==> src/hdl/lmab_pkg.sv <==
// Package with shared types, register indexes and constants of the local-mean binarizer.
`timescale 1ns / 1ps
package lmab_pkg;

   // Default sizing of the line memory and window.
   localparam int MAX_WIDTH_DEF  = 512;
   localparam int MAX_RADIUS_DEF = 15;

   // Fixed field and counter widths.
   localparam int ROW_W      = 12;
   localparam int HEIGHT_MAX = 4096;
   localparam int CSR_IDX_W  = 2;
   localparam int CSR_DATA_W = 13;
   localparam int RESULT_CAP = 16;
   localparam int CAP_W      = 5;

   // Register indexes.
   localparam logic [CSR_IDX_W-1:0] CSR_FRAME_WIDTH  = 2'd0;
   localparam logic [CSR_IDX_W-1:0] CSR_FRAME_HEIGHT = 2'd1;
   localparam logic [CSR_IDX_W-1:0] CSR_RADIUS       = 2'd2;
   localparam logic [CSR_IDX_W-1:0] CSR_PERCENT      = 2'd3;

   // Register reset values.
   localparam logic [9:0]  WIDTH_RESET   = 10'd512;
   localparam logic [12:0] HEIGHT_RESET  = 13'd512;
   localparam logic [3:0]  RADIUS_RESET  = 4'd10;
   localparam logic [6:0]  PERCENT_RESET = 7'd92;

   // Luma weights in thousandths, rounding term and reciprocal of 1000.
   localparam int LUMA_WR     = 299;
   localparam int LUMA_WG     = 587;
   localparam int LUMA_WB     = 114;
   localparam int LUMA_ROUND  = 500;
   localparam int LUMA_DIV    = 1000;
   localparam int LUMA_RECIP  = 1049;
   localparam int LUMA_SHIFT  = 20;
   localparam int LUMA_SUM_W  = 18;
   localparam int LUMA_Q_W    = 9;

   // Threshold scale.
   localparam int PCT_SCALE = 100;

   // Input beat.
   typedef struct packed {
      logic       mode;
      logic [7:0] red;
      logic [7:0] green;
      logic [7:0] blue;
   } req_type;

   // Result beat.
   typedef struct packed {
      logic pixel_white;
      logic frame_end;
   } rsp_type;

   // Divider handshake toward the sequencer.
   typedef struct packed {
      logic busy;
      logic done;
   } div_status_type;

endpackage

==> src/hdl/lmab_luma.sv <==
// Three-stage RGB to luma converter with exact division by 1000.
`timescale 1ns / 1ps
module lmab_luma (
   input  logic             clock,
   input  logic             reset,
   input  logic             in_valid,
   input  lmab_pkg::req_type in_data,
   output logic             out_valid,
   output logic [7:0]       out_luma
);

   logic                              s1_valid_ff, s2_valid_ff, s3_valid_ff;
   logic [lmab_pkg::LUMA_SUM_W-1:0]   s1_sum_ff, s2_sum_ff;
   logic [lmab_pkg::LUMA_Q_W-1:0]     s2_q_ff;
   logic [7:0]                        s3_luma_ff;
   logic [lmab_pkg::LUMA_SUM_W-1:0]   s1_sum_in;
   logic [lmab_pkg::LUMA_SUM_W+10:0]  s2_prod;
   logic [lmab_pkg::LUMA_Q_W+9:0]     s3_back;

   // Weighted sum with the rounding term.
   assign s1_sum_in = lmab_pkg::LUMA_SUM_W'(
      lmab_pkg::LUMA_SUM_W'(in_data.red)   * lmab_pkg::LUMA_SUM_W'(lmab_pkg::LUMA_WR) +
      lmab_pkg::LUMA_SUM_W'(in_data.green) * lmab_pkg::LUMA_SUM_W'(lmab_pkg::LUMA_WG) +
      lmab_pkg::LUMA_SUM_W'(in_data.blue)  * lmab_pkg::LUMA_SUM_W'(lmab_pkg::LUMA_WB) +
      lmab_pkg::LUMA_SUM_W'(lmab_pkg::LUMA_ROUND));

   // Reciprocal estimate is either exact or one too high.
   assign s2_prod = (lmab_pkg::LUMA_SUM_W+11)'(s1_sum_ff) *
                    (lmab_pkg::LUMA_SUM_W+11)'(lmab_pkg::LUMA_RECIP);
   assign s3_back = (lmab_pkg::LUMA_Q_W+10)'(s2_q_ff) *
                    (lmab_pkg::LUMA_Q_W+10)'(lmab_pkg::LUMA_DIV);

   always_ff @(posedge clock) begin
      if (reset) begin
         s1_valid_ff <= 1'b0;
         s2_valid_ff <= 1'b0;
         s3_valid_ff <= 1'b0;
      end else begin
         s1_valid_ff <= in_valid;
         s2_valid_ff <= s1_valid_ff;
         s3_valid_ff <= s2_valid_ff;
      end
   end

   always_ff @(posedge clock) begin
      s1_sum_ff <= s1_sum_in;
      s2_sum_ff <= s1_sum_ff;
      s2_q_ff   <= lmab_pkg::LUMA_Q_W'(s2_prod >> lmab_pkg::LUMA_SHIFT);
      if (s3_back > (lmab_pkg::LUMA_Q_W+10)'(s2_sum_ff)) begin
         s3_luma_ff <= 8'(s2_q_ff - 1'b1);
      end else begin
         s3_luma_ff <= 8'(s2_q_ff);
      end
   end

   assign out_valid = s3_valid_ff;
   assign out_luma  = s3_luma_ff;

endmodule

==> config.mk <==
export PLATFORM = sky130hd
export DESIGN_NAME = lmab_luma
export DESIGN_NICKNAME = d
export VERILOG_FILES = /design/src/hdl/lmab_pkg.sv /design/src/hdl/lmab_luma.sv
export SDC_FILE = /design/constraint.sdc
export NUM_CORES = 1
export LEC_CHECK = 0
export BUFFER_PORTS_ARGS = -buffer_cell sky130_fd_sc_hd__buf_4
export CORE_ASPECT_RATIO = 1.25
export CORE_UTILIZATION = 35
export CTS_CLUSTER_SIZE = 14
export DETAILED_ROUTE_END_ITERATION = 8
export PLACE_DENSITY = 0.61
export SLEW_MARGIN = 20
export SYNTH_ARGS = -nofsm -noshare
export SYNTH_HDL_FRONTEND = slang
export SYNTH_SLANG_ARGS = --single-unit
==> constraint.sdc <==
create_clock -name clock -period 7.7 [get_ports clock]
set_input_delay 1.155 -clock clock [delete_from_list [all_inputs] [get_ports clock]]
set_output_delay 1.155 -clock clock [all_outputs]
set_load 0.005 [all_outputs]
==> results of run 1 <==
==> registers in the layout, indices dropped and copies added (netlist names) <==
| name | cells |
|---|---|
| out_luma | 8 |
| out_valid | 1 |
| s2_sum_ff | 18 |
| s2_valid_ff | 1 |
| s1_valid_ff | 1 |
| s1_sum_ff | 18 |
| s2_q_ff | 9 |
==> through the flow <==
stage | setup slack (ps) | std cells | cell area (um^2)
3_5_place_dp | 438.2 | 1343 | 10200
5_1_grt | 499.7 | 1351 | 10350
6_report | 801.1 | 1351 | 10350
3_3_place_gp | 468.4 | 1343 | 10200
4_1_cts | 758.3 | 1351 | 10350
2_1_floorplan | 914.0 | 962 | 9502
==> layer usage <==
metal	share of wire, %	global-route usage [%]	vias to the layer above
met3	1.4	0.9268	9
met1	42	14.49	2922
met5	0	0	-
met2	55	27.61	59
met4	0.84	2.286	0
li1	-	-	3111
==> worst paths after layout <==
check,startpoint,end,slack [ps],cells past startpoint
worst min register to register,s1_sum_ff[0],s2_sum_ff[0],430,0
worst min-delay path,s1_sum_ff[0],s2_sum_ff[0],430,0
worst max register to register,s2_q_ff[2],out_luma[6],1740,21
worst max-delay path,in_data[0],s1_sum_ff[17],800,25
==> placed cells by master, fill, tap and decap left out, types with 2 or more instances in the layout <==
master / count
xor2_1: 11
buf_4: 36
a21oi_1: 30
o211ai_1: 7
a211oi_1: 3
nor2_1: 22
a211o_1: 3
a21boi_0: 3
and3_1: 2
xnor2_1: 39
nand2_1: 21
nor2b_1: 4
or3_1: 3
dfxtp_1: 56
o21bai_1: 6
clkbuf_16: 5
ha_1: 264
o21ai_0: 17
nand4_1: 9
nand2b_1: 3
nand3_1: 9
a21o_1: 11
a41oi_1: 2
inv_1: 289
and4_1: 2
o21a_1: 4
fa_1: 124
inv_6: 2
==> cell type report <==
cell class | count | area [um^2]
repair buffers | 36 | 270.3
fillers | 2626 | 16390
well taps | 345 | 431.7
flip-flops and latches | 56 | 1121
clock inverters | 3 | 25.02
inverters | 289 | 1085
multi-input cells | 617 | 7296
clock buffers | 5 | 125.1
==> cell families after synthesis <==
kind of cell             count (synthesis)  synth area share (%)
AO/OA/AOI/OAI                           98                 7.006
multiplexers                             1                0.1185
adder cells (fa/ha/maj)                388                 60.89
AND/OR/NAND/NOR                         80                 4.161
XOR/XNOR                                50                 4.609
flip-flops                              56                 11.80
buffers and inverters                  289                 11.42
==> impl_metrics.tcl, run 1 <==
set metrics [dict create \
    dr.pass1.iters 4 \
    synth-async-reset-ratio_pct 0 \
    crit_fanout 4 \
    clock.fmax_mhz 145.0 \
    start_util_pct 35.53 \
    drtIter0Drc 103 \
    pin_count 37 \
    area_growth_pct 8.968 \
    core_mm2 0.02674 \
    ant_nets 0 \
    io_buffers 35 \
    synth_top_area_cell "ha_1" \
    grt-ovfl-total 0 \
    fin_tns_setup_ps 0 \
    die_area_mm2 0.02781 \
    required_ps 7930 \
    utilization_pct 38.72 \
    max_slew_margin_pct 67.81 \
    cp_num_buf_inv 6 \
    numCtsBuffers 5 \
    cts.hold.buffers_added 0 \
    rsz0062_at_grt "false" \
    start_kind "primary input" \
    critPathArrivalTime_ps 7130 \
    synthDistinctLibCells 43 \
    htreeDepth 2 \
    cts-root-buf "clkbuf_16" \
    clk_pin_slew_ps 70 \
    via_per_inst 4.516 \
    critPathTopFamily "adder cells" \
    gp_congestion 0.7826 \
    cp-end-kind "register" \
    grt_start_max_net_pins 20 \
    crit_type "in -> reg" \
    syn_area_mm2 0.009502 \
    netlist.area_leader.share_pct 34.76 \
    drv_slew 0 \
    timing.final.crit_share_pct 89.60 \
    grt_pass1_vias 6602 \
    synth-seq-cells 56 \
    clk_latency_ps 300 \
    finalCriticalPeriod_ps 6899 \
    synth_flop_cell "dfxtp_1" \
    grt_antenna_before_repair 0 \
    seq_area_frac_synth_pct 11.80 \
    synth_most_common_cell "inv_1" \
    post_cts_resized 0 \
    setup_viol 0 \
    crit_slowest_cell "fa_1" \
    cts_buffer_depth 2 \
    syn_area_per_cell_um2 9.877 \
    synthTopCellsByCount "inv_1, ha_1, fa_1, dfxtp_1, xnor2_1" \
    worst_hold_path_type "reg -> reg" \
    final_hold_viol_count 0 \
    drt-total-wl_um 16940 \
    worstMarginPinSlew_ps 478.6 \
    synth_edf_count 0 \
    post_drt_wl_per_cell_um 12.54 \
    cpMostUsedCell "fa_1" \
    syn_inst 962 \
    diodes 0 \
    critical_path.max_stage_delay_ps 550 \
    status "complete, no violations" \
    die_y_um 186.2 \
    drive_above_1_share_pct 5.169 \
    syn_nets 1378 \
    synth_area_leaders "ha_1, fa_1, dfxtp_1" \
    dpl.hpwl_um 15310 \
    cts_setup_buffers 0 \
    cts_sinks 56 \
    rows 67 \
    fin_nets 1421 \
    drc 0 \
    route.vias.total 6101 \
    yosysWarnings 0 \
    fin_hold_ws_ps 428.1 \
    track_usage_pct 13.29 \
    cts_tree "done" \
    skew_ps 5.500 \
    maxCapViolCount 0 \
    grt_first_pass_wirelength_um 29330 \
    die_w_um 149.4 \
]
Power of run 1 is not shown: default switching activity piles up to over one toggle a cycle in this logic, so the estimate is an artifact.
==> run 2, diff against run 1 <==
--- a/config.mk
+++ b/config.mk
@@ -10,7 +10,7 @@
 export CORE_UTILIZATION = 35
 export CTS_CLUSTER_SIZE = 14
 export DETAILED_ROUTE_END_ITERATION = 8
-export PLACE_DENSITY = 0.61
+export PLACE_DENSITY = 0.63
 export SLEW_MARGIN = 20
 export SYNTH_ARGS = -nofsm -noshare
 export SYNTH_HDL_FRONTEND = slang
==> constraint.sdc (replaced) <==
create_clock -name clock -period 6.23 [get_ports clock]
set_input_delay 0.9345 -clock clock [delete_from_list [all_inputs] [get_ports clock]]
set_output_delay 0.9345 -clock clock [all_outputs]
set_load 0.005 [all_outputs]
==> run 2 against run 1 <==
  * The flow now finishes with violations (setup timing)
  * Critical path depth unchanged
  * Routed wire length up 2.7%
  * Register-to-register slack worse by 1300 ps
  * Sequential share of layout area down 0.49 points
  * Count of clock-buffer cells in the layout unchanged
  * Via count up 2.5%
  * Non-clock buffer count up 42
  * Design area up 4.8%
  * Utilization up 1.9 points
==> impl_metrics.tcl, run 2 (synthesis results as in run 1) <==
set metrics [dict create \
    drt-total-wl_um 17390 \
    cts_tree "done" \
    status "finished with violations" \
    maxCapViolCount 0 \
    placed_area_mm2 0.01051 \
    critPathTopFamily "adder cells" \
    finalCriticalPeriod_ps 6421 \
    drive_above_1_share_pct 11.84 \
    start_kind "primary input" \
    clk_latency_ps 290 \
    max_slew_margin_pct 66.18 \
    route.vias.total 6255 \
    dp_cells 1381 \
    cp-end-kind "register" \
    post_drt_wl_per_cell_um 12.49 \
    timing.final.crit_share_pct 103.1 \
    grt_first_pass_wirelength_um 30920 \
    via_per_inst 4.494 \
    drc 0 \
    drtIter0Drc 101 \
    largestRegisters "s1_sum_ff: 18 flops, s2_sum_ff: 18 flops, s2_q_ff: 9 flops" \
    skew_ps 6.241 \
    dr.pass1.iters 4 \
    core_mm2 0.02674 \
    fin_nets 1463 \
    start_util_pct 35.53 \
    grt_pass1_vias 7007 \
    rsz0062_at_grt "true" \
    crit_fanout 3 \
    htreeDepth 2 \
    cpMostUsedCell "fa_1" \
    rows 67 \
    instances_no_fill 1392 \
    diodes 0 \
    place_ws_ps -595.0 \
    die_w_um 149.4 \
    track_usage_pct 13.92 \
    setup_viol 8 \
    worstMarginPinSlew_ps 502.8 \
    dpl.hpwl_um 15820 \
    io_buffers 35 \
    die_area_mm2 0.02781 \
    worst_hold_path_type "reg -> reg" \
    die_y_um 186.2 \
    crit_slowest_cell "fa_1" \
    area_growth_pct 14.22 \
    layout_common_cells "inv_1, ha_1, fa_1, buf_4, dfxtp_1" \
    ant_nets 0 \
    drv_slew 0 \
    required_ps 6460 \
    grt_start_max_net_pins 17 \
    clock.fmax_mhz 155.7 \
    crit_type "in -> reg" \
    fin_tns_setup_ps -1061 \
    cts_sinks 56 \
    cp_num_buf_inv 6 \
    cts-root-buf "clkbuf_16" \
    grt_antenna_before_repair 0 \
    mostFrequentLayoutCell "inv_1" \
    cts_buffer_depth 2 \
    grt-ovfl-total 0 \
    critical_path.max_stage_delay_ps 530 \
    numCtsBuffers 5 \
    stdcell_area_mm2 0.01085 \
    critPathArrivalTime_ps 6650 \
    final_hold_viol_count 0 \
    layout_setup_ws_ps -191.0 \
    pin_count 37 \
    violations "setup timing" \
    gp_congestion 0.7720 \
    clk_pin_slew_ps 70 \
]
run 2: cell types whose count changed in the layout (fill, tap and decap cells not counted), moves of 3 or more:
cell,previous run,this run
a21oi_1,30,24
fa_1,124,121
buf_6,0,4
fa_2,0,3
a21oi_2,0,6
ha_4,0,4
buf_4,36,73
inv_2,0,9
o21ai_0,17,14
inv_1,289,280
ha_1,264,258
run 2: timing repair:
item	in CTS	in global routing
cloned	0	0
gates resized for setup	8	25
pin swaps	12	27
setup endpoints to repair	9	15
hold buffers	0	0
setup buffers	2	3
run 2: layout make-up:
type / instances / area, um^2
Clock inverter: 2 / 60.06
Clock buffer: 5 / 125.1
Inverter: 289 / 1085
Tap cell: 345 / 431.7
Multi-Input combinational cell: 617 / 7421
Timing Repair Buffer: 78 / 608.1
Sequential cell: 56 / 1122
Fill cell: 2637 / 15890
run 2: final timing paths:
path	start	to	slack, ps	cells after the start
setup / recovery	in_data[0]	s1_sum_ff[17]	-190	25
setup reg to reg	s2_q_ff[0]	out_luma[5]	420	22
hold reg to reg	s1_sum_ff[2]	s2_sum_ff[2]	420	0
hold / removal	s1_sum_ff[2]	s2_sum_ff[2]	420	0
run 2: routing by layer:
metal | up-vias | share of wire [%] | global-route usage, %
met5 | - | 0 | 0
li1 | 3199 | - | -
met2 | 55 | 56 | 28.61
met4 | 0 | 1.6 | 3.429
met1 | 2986 | 40 | 14.98
met3 | 15 | 1.5 | 1.049
run 2: through the flow:
step / hold slack [ps] / utilization (%)
2_1_floorplan: 372.1 / -
3_3_place_gp: 414.3 / 39.31
3_5_place_dp: 413.6 / 39.31
4_1_cts: 424.5 / 40.17
5_1_grt: 434.5 / 40.58
6_report: 422.0 / 40.58
Power of run 2 is left out for the same reason.
