`config.mk`:
```
export PLATFORM = sky130hd
export DESIGN_NAME = lmab_div
export DESIGN_NICKNAME = d
export VERILOG_FILES = /design/src/hdl/lmab_pkg.sv /design/src/hdl/lmab_div.sv
export SDC_FILE = /design/constraint.sdc
export NUM_CORES = 1
export LEC_CHECK = 0
export ABC_AREA = 1
export BUFFER_PORTS_ARGS = -buffer_cell sky130_fd_sc_hd__buf_2
export CORE_MARGIN = 4
export CORE_UTILIZATION = 49
export DETAILED_ROUTE_END_ITERATION = 10
export PLACE_DENSITY_LB_ADDON = 0.05
export SETUP_SLACK_MARGIN = 0.1
export SLEW_MARGIN = 5
export SYNTH_ARGS = -nofsm -noshare
export SYNTH_HDL_FRONTEND = slang
export SYNTH_SLANG_ARGS = --single-unit
```
`constraint.sdc`:
```
create_clock -name clock -period 1.76 [get_ports clock]
set_input_delay 0.088 -clock clock [delete_from_list [all_inputs] [get_ports clock]]
set_output_delay 0.088 -clock clock [all_outputs]
set_load 0.01 [all_outputs]
```
`src/hdl/lmab_pkg.sv`:
```
// Package with shared types, register indexes and constants of the local-mean binarizer.
`timescale 1ns / 1ps
package lmab_pkg;

   // Default sizing of the line memory and window.
   localparam int MAX_WIDTH_DEF  = 512;
   localparam int MAX_RADIUS_DEF = 15;

   // Fixed field and counter widths.
   localparam int ROW_W      = 12;
   localparam int HEIGHT_MAX = 4096;
   localparam int CSR_IDX_W  = 2;
   localparam int CSR_DATA_W = 13;
   localparam int RESULT_CAP = 16;
   localparam int CAP_W      = 5;

   // Register indexes.
   localparam logic [CSR_IDX_W-1:0] CSR_FRAME_WIDTH  = 2'd0;
   localparam logic [CSR_IDX_W-1:0] CSR_FRAME_HEIGHT = 2'd1;
   localparam logic [CSR_IDX_W-1:0] CSR_RADIUS       = 2'd2;
   localparam logic [CSR_IDX_W-1:0] CSR_PERCENT      = 2'd3;

   // Register reset values.
   localparam logic [9:0]  WIDTH_RESET   = 10'd512;
   localparam logic [12:0] HEIGHT_RESET  = 13'd512;
   localparam logic [3:0]  RADIUS_RESET  = 4'd10;
   localparam logic [6:0]  PERCENT_RESET = 7'd92;

   // Luma weights in thousandths, rounding term and reciprocal of 1000.
   localparam int LUMA_WR     = 299;
   localparam int LUMA_WG     = 587;
   localparam int LUMA_WB     = 114;
   localparam int LUMA_ROUND  = 500;
   localparam int LUMA_DIV    = 1000;
   localparam int LUMA_RECIP  = 1049;
   localparam int LUMA_SHIFT  = 20;
   localparam int LUMA_SUM_W  = 18;
   localparam int LUMA_Q_W    = 9;

   // Threshold scale.
   localparam int PCT_SCALE = 100;

   // Input beat.
   typedef struct packed {
      logic       mode;
      logic [7:0] red;
      logic [7:0] green;
      logic [7:0] blue;
   } req_type;

   // Result beat.
   typedef struct packed {
      logic pixel_white;
      logic frame_end;
   } rsp_type;

   // Divider handshake toward the sequencer.
   typedef struct packed {
      logic busy;
      logic done;
   } div_status_type;

endpackage

```
`src/hdl/lmab_div.sv`:
```
// Restoring divider, one quotient bit per cycle, for the window mean.
`timescale 1ns / 1ps
module lmab_div #(
   parameter int SUM_W = 18,
   parameter int CNT_W = 10
) (
   input  logic                   clock,
   input  logic                   reset,
   input  logic                   start,
   input  logic [SUM_W-1:0]       dividend,
   input  logic [CNT_W-1:0]       divisor,
   output lmab_pkg::div_status_type status,
   output logic [SUM_W-1:0]       quotient
);

   localparam int STEP_W = $clog2(SUM_W + 1);

   logic              busy_ff, done_ff;
   logic [STEP_W-1:0] step_ff;
   logic [SUM_W-1:0]  quo_ff;
   logic [CNT_W-1:0]  rem_ff;
   logic [CNT_W:0]    rem_sh;
   logic              take;
   logic [CNT_W:0]    rem_diff;

   // Shift in the next dividend bit and try a subtract.
   assign rem_sh   = {rem_ff, quo_ff[SUM_W-1]};
   assign take     = rem_sh >= {1'b0, divisor};
   assign rem_diff = rem_sh - {1'b0, divisor};

   always_ff @(posedge clock) begin
      if (reset) begin
         busy_ff <= 1'b0;
         done_ff <= 1'b0;
         step_ff <= '0;
      end else begin
         done_ff <= 1'b0;
         if (start) begin
            busy_ff <= 1'b1;
            step_ff <= STEP_W'(SUM_W);
         end else if (busy_ff) begin
            step_ff <= step_ff - 1'b1;
            if (step_ff == STEP_W'(1)) begin
               busy_ff <= 1'b0;
               done_ff <= 1'b1;
            end
         end
      end
   end

   always_ff @(posedge clock) begin
      if (start) begin
         quo_ff <= dividend;
         rem_ff <= '0;
      end else if (busy_ff) begin
         quo_ff <= {quo_ff[SUM_W-2:0], take};
         rem_ff <= take ? CNT_W'(rem_diff) : CNT_W'(rem_sh);
      end
   end

   assign status.busy = busy_ff;
   assign status.done = done_ff;
   assign quotient    = quo_ff;

endmodule

```
==> results of run 1 <==
==> timing repair <==
item / in CTS / in global routing
gates cloned: 0 / 1
setup endpoints to repair: 11 / 11
hold buffers: 1 / 0
pin swaps: 9 / 5
gates resized for setup: 15 / 27
buffers inserted: 2 / 2
endpoints found under the hold margin: 1 / 0
==> final timing paths <==
kind / from / depth (start not counted) / to
worst max-delay path: quotient[17]$_DFFE_PP_ / 11 / rem_ff[4]$_SDFFE_PP0P_
worst min-delay path: dividend[4] / 3 / quotient[4]$_DFFE_PP_
worst max register to register: quotient[17]$_DFFE_PP_ / 11 / rem_ff[4]$_SDFFE_PP0P_
worst min register to register: step_ff[4]$_SDFFE_PP0P_ / 2 / step_ff[4]$_SDFFE_PP0P_
==> worst max-delay path, cell delays in order (launching register included) <==
cell,delay (ns)
edfxtp_1,0.39
inv_2,0.09
ha_4,0.13
inv_4,0.03
fa_2,0.36
inv_2,0.06
nor2_1,0.04
nor2_2,0.15
xor2_1,0.17
nand2_1,0.07
nand3_1,0.07
o21ai_2,0.07
==> cell usage in the layout, fill, tap and decap left out, types with 2 or more instances in the layout <==
cell	count
nand2_4	2
xor2_1	3
nand3_1	15
nor2_2	3
nand3_2	10
buf_2	50
ha_1	2
ha_4	10
o21ai_1	4
nand2_8	2
dfxtp_2	5
nand3b_2	3
nor2_1	16
a21oi_1	3
dfxtp_1	12
buf_4	14
inv_1	42
nand2_2	10
buf_6	3
a31oi_1	2
edfxtp_1	18
clkbuf_8	5
nor3_1	2
nand2_1	112
nand3b_1	2
inv_2	3
a21oi_2	2
nand4_1	2
==> cell families (layout without fill, tap and decap cells) <==
kind of cell	count (synthesis)	in the layout	synth area share (%)
flip-flops	35	35	39.31
buffers and inverters	55	123	10.44
adder cells (fa/ha/maj)	13	13	7.593
XOR/XNOR	4	4	1.564
AO/OA/AOI/OAI	15	15	4.076
AND/OR/NAND/NOR	183	184	37.02
==> final cells by class <==
| type | instances | area [um^2] |
|---|---|---|
| clock buffers | 6 | 72.57 |
| clock inverters | 2 | 12.51 |
| fillers | 394 | 1389 |
| inverters | 46 | 175.2 |
| multi-input cells | 216 | 1364 |
| flip-flops and latches | 35 | 887.1 |
| well taps | 52 | 65.06 |
| repair buffers | 69 | 419.2 |
==> routing by layer <==
metal / wire length (um) / up-vias / global-route usage [%]
met2: 2442 / 46 / 28.76
li1: - / 1093 / -
met1: 2519 / 961 / 26.95
met4: 32 / 0 / 4.078
met5: 0 / - / 0
met3: 262 / 4 / 4.222
==> per-stage QoR <==
stage,util [%],std cells,setup TNS [ns]
floorplan,-,305,0
global placement,60.05,412,-0.1131
detailed placement,60.05,412,-0.09448
CTS,64.70,423,0
global route,68.32,426,-0.1818
finish,68.32,426,0
==> registers in the layout, indices dropped and copies added, names as in the netlist <==
signal,cells
step_ff,5
rem_ff,10
busy_ff,1
quotient,18
done_ff,1
==> power by group <==
| group | switching [mW] | internal (mW) |
|---|---|---|
| combinational | 0.254 | 0.209 |
| clock | 0.291 | 0.277 |
| sequential | 0.0348 | 0.927 |
| total | 0.580 | 1.41 |
==> impl_metrics.csv, run 1 <==
group,metric,value,unit
timing,period_share,99.67,%
synthesis,ys.warnings.count,0,
grt,grt_pass1_wl,8.093,mm
pwr,ir_drop,0.4873,mV
grt,track_usage,18.71,%
worst_setup_path,crit_fanout,3,
grt,grt_pass1_vias,1813,
placed_design,dpl_worst_slack,-0.06374,ns
synthesis,synth_top_area_share,24.12,%
placed_design,gp_congestion,0.8311,
route,first_pass_iters,4,
worst_setup_path,cp-end-kind,"flip-flop",
synthesis,synthArstFlopShare,0,%
grt,globalRouteOverflowTotal,0,
pwr,p_total,1.993,mW
synthesis,syn_area,0.002241,mm^2
worst_setup_path,reg2reg_setup_slack,0.006,ns
finish,finish.net_count,417,
route,vias_per_cell,4.939,
pwr,p_leak,1.573,nW
timing,worst_slew_pin_slew,0.6209,ns
synthesis,ys_seq_area_share,39.31,%
clock_network,cts_sinks,35,
synthesis,synth_edf_count,18,
timing,hold_viol,0,
finish,diodes,0,
timing,slew_headroom,58.56,%
synthesis,yosysTopAreaCell,"edfxtp_1",
clock_network,clk_latency,0.28,ns
synthesis,synthCells,305,
clock_network,htreeDepth,2,
timing,max_freq,570.0,MHz
timing,finalMaxSlewViolations,0,
placed_design,placed_area,0.002633,mm^2
synthesis,synth_top_flop_cell,"edfxtp_1",
route,via_count,2104,
route,wl_per_cell,12.34,um
floorplan,fp.coreArea,0.004384,mm^2
floorplan,ios,51,
floorplan,die_h,75.63,um
route,drc,0,
finish,drive_gt1_share,35.29,%
synthesis,avgSynthCellArea,7.347,um^2
clock_network,clk_path_buf_depth,2,
floorplan,initial_core_util,51.11,%
floorplan,die_area,0.005719,mm^2
run_status,status,"finished clean",
synthesis,synth_area_leaders,"edfxtp_1 (24%), nand2_1 (20%), dfxtp_1 (15%)",
route,drtIter0Drc,136,
synthesis,synth.most_common_cell,"nand2_1",
timing,skew,0.004937,ns
floorplan,std_cell_rows,24,
placed_design,io_buffers,50,
route,wirelength,5.257,mm
clock_network,path_clk_slew,0.07,ns
floorplan,chipWidth,75.63,um
worst_setup_path,cp.required,1.93,ns
worst_setup_path,arrival,1.92,ns
synthesis,syn_nets,349,
worst_setup_path,start_kind,"flip-flop",
synthesis,ys_seq_elements,35,
placed_design,hpwl,3.871,mm
finish,final_cell_area,0.002995,mm^2
worst_setup_path,worstSetupPathType,"reg -> reg",
flow_run,drv_cap,0,
hold_path,hp-class,"in -> reg",
clock_network,numCtsBuffers,5,
clock_network,cts_tree,"built",
timing,whs,0.07280,ns
timing,setup_ws,0.005760,ns
timing,finalSetupViolCount,0,
timing,min_period,1.754,ns
synthesis,ys_types,32,
clock_network,clockRootBuffer,"clkbuf_8",
timing,rsz0062_at_grt,"true",
finish,area_growth,33.67,%
synthesis,synth_common_cells,"nand2_1 (120), inv_1 (46), nand3_1 (21)",
route,drtAntennaViolNets,0,
grt,antenna_found_initial,0,
grt,grt_max_degree,22,
pwr,power_density,665.3,mW/mm^2
Power figures use the tool's default switching activity.
==> inputs of run 2 (changes only) <==
- GPL_TIMING_DRIVEN: unset -> 0
==> run 2 against run 1 <==
The flow now finishes with violations (negative setup slack). Cell count up 1.9%. Clock skew up 0.0052 ns. Flip-flop and latch count unchanged. Utilization up 3.6 points. Combinational power up 6.5%. Clock power up 35%. Sequential power about the same. Via count up 3.8%. Critical path depth unchanged. Setup slack worse by 0.012 ns. Largest cell class unchanged.
==> impl_metrics.csv, run 2 (synthesis gave the netlist of run 1 again) <==
group,metric,value,unit
timing,min_period,1.766,ns
finish,largest_register_ffs,18,
floorplan,std_cell_rows,24,
clock_network,cts_tree,"built",
run_status,status,"finished with violations",
timing,skew,0.01010,ns
finish,final_util,71.95,%
route,via_count,2184,
pwr,p_leak,1.657,nW
clock_network,clockRootBuffer,"clkbuf_8",
grt,globalRouteOverflowTotal,0,
worst_setup_path,crit_fanout,3,
finish,area_growth,40.76,%
floorplan,ios,51,
grt,grt_pass1_wl,8.307,mm
floorplan,initial_core_util,51.11,%
finish,final_common_cell,"nand2_1",
floorplan,chipWidth,75.63,um
timing,slew_headroom,64.63,%
route,drtIter0Drc,124,
timing,worst_slew_pin_slew,0.5305,ns
worst_setup_path,arrival,1.95,ns
floorplan,die_h,75.63,um
worst_setup_path,start_kind,"flip-flop",
floorplan,fp.coreArea,0.004384,mm^2
worst_setup_path,cp.required,1.94,ns
route,wirelength,6.018,mm
finish,mostFrequentLayoutCells,"nand2_1 (110), buf_2 (51), inv_1 (42), nand3_1 (18), edfxtp_1 (18)",
clock_network,cts_sinks,35,
timing,setup_ws,-0.005794,ns
route,drc,0,
timing,finalSetupViolCount,1,
placed_design,hpwl,3.633,mm
timing,period_share,100.3,%
pwr,ir_drop,0.5349,mV
worst_setup_path,worstSetupPathType,"reg -> reg",
clock_network,path_clk_slew,0.08,ns
clock_network,numCtsBuffers,5,
pwr,power_density,703.5,mW/mm^2
finish,seqCellArea,890.9,um^2
grt,track_usage,19.26,%
timing,rsz0062_at_grt,"true",
timing,whs,0.05769,ns
finish,finish.net_count,425,
placed_design,gp_congestion,0.8096,
route,drtAntennaViolNets,0,
timing,finalMaxSlewViolations,0,
timing,max_freq,566.3,MHz
clock_network,htreeDepth,2,
worst_setup_path,reg2reg_setup_slack,-0.006,ns
hold_path,hp-class,"in -> reg",
finish,n_fill_cell,344,
route,vias_per_cell,5.032,
grt,grt_pass1_vias,1809,
floorplan,die_area,0.005719,mm^2
run_status,violations,"negative setup slack",
flow_run,drv_cap,0,
placed_design,io_buffers,50,
clock_network,clk_latency,0.30,ns
worst_setup_path,cp-end-kind,"flip-flop",
finish,multi_input_area,0.001376,mm^2
route,wl_per_cell,13.87,um
grt,antenna_found_initial,0,
finish,drive_gt1_share,37.43,%
timing,hold_viol,0,
clock_network,clk_path_buf_depth,2,
finish,diodes,0,
route,first_pass_iters,4,
grt,grt_max_degree,13,
## run 2: cell types whose count changed in the layout (fill, tap and decap cells not counted), moves of 3 or more
cell / change
nand3_1: +3
dfxtp_1: -3
nand3_2: -3
buf_12: +3
nor2_1: -3
dfxtp_2: +3
## run 2: path summary, 6_finish.rpt
kind / start / endpoint / cells past startpoint
worst max-delay path: quotient[17]$_DFFE_PP_ / rem_ff[4]$_SDFFE_PP0P_ / 11
worst min register to register: rem_ff[7]$_SDFFE_PP0P_ / rem_ff[7]$_SDFFE_PP0P_ / 2
worst max register to register: quotient[17]$_DFFE_PP_ / rem_ff[4]$_SDFFE_PP0P_ / 11
worst min-delay path: dividend[13] / quotient[13]$_DFFE_PP_ / 3
## run 2: report_power, final
group	leakage (nW)	switching (mW)	internal, mW	total, mW
clock	0.0581	0.342	0.422	0.764
combinational	1.27	0.272	0.220	0.493
sequential	0.327	0.0352	0.927	0.962
## run 2: routing by layer
| layer | routed length, um | GRT usage [%] | vias up |
|---|---|---|---|
| met5 | 0 | 0 | - |
| met1 | 2688 | 28.15 | 991 |
| met3 | 432 | 4.881 | 8 |
| met4 | 78 | 5.437 | 0 |
| li1 | - | - | 1113 |
| met2 | 2818 | 28.19 | 72 |
## run 2: area by class of cell
cell class                 instances  area share (%)
buffer                             9           2.499
clock buffer                       5           2.182
clock inverter                     3           1.388
inverter                          46           5.672
multi-input combinational        216           43.63
sequential                        35           28.24
tap                               52           2.063
timing repair buffer              67           14.08
timing repair inverter             1          0.2380
## run 2: repair_timing
| action | 4_1_cts | 5_1_grt |
|---|---|---|
| gates cloned | 1 | 3 |
| hold endpoints to repair | 2 | 0 |
| resized for setup | 15 | 42 |
| buffers inserted | 5 | 9 |
| endpoints found under the setup margin | 28 | 23 |
| hold buffers | 1 | 0 |
| pin swaps | 3 | 16 |
## run 2: worst max-delay path, stage by stage, from the launching register on
cell	delay, ns
edfxtp_1	0.41
inv_2	0.09
ha_4	0.14
inv_4	0.04
fa_2	0.37
inv_2	0.07
nor2_2	0.04
nor2_2	0.13
xor2_1	0.17
nand2_1	0.07
nand3_1	0.07
o21ai_1	0.06
## run 2: metrics by stage
stage | TNS [ns] | power, mW | std cells | area [um^2] | setup slack, ns
finish | -0.005794 | 2.219 | 434 | 3154 | -0.005794
global route | -0.3532 | 2.331 | 434 | 3154 | -0.1066
CTS | 0 | 2.129 | 422 | 2796 | 0.04770
detailed placement | -2.774 | 1.350 | 407 | 2576 | -0.1311
global placement | -2.951 | 1.346 | 407 | 2576 | -0.1415
floorplan | 0 | 1.219 | 305 | 2261 | 0.04957
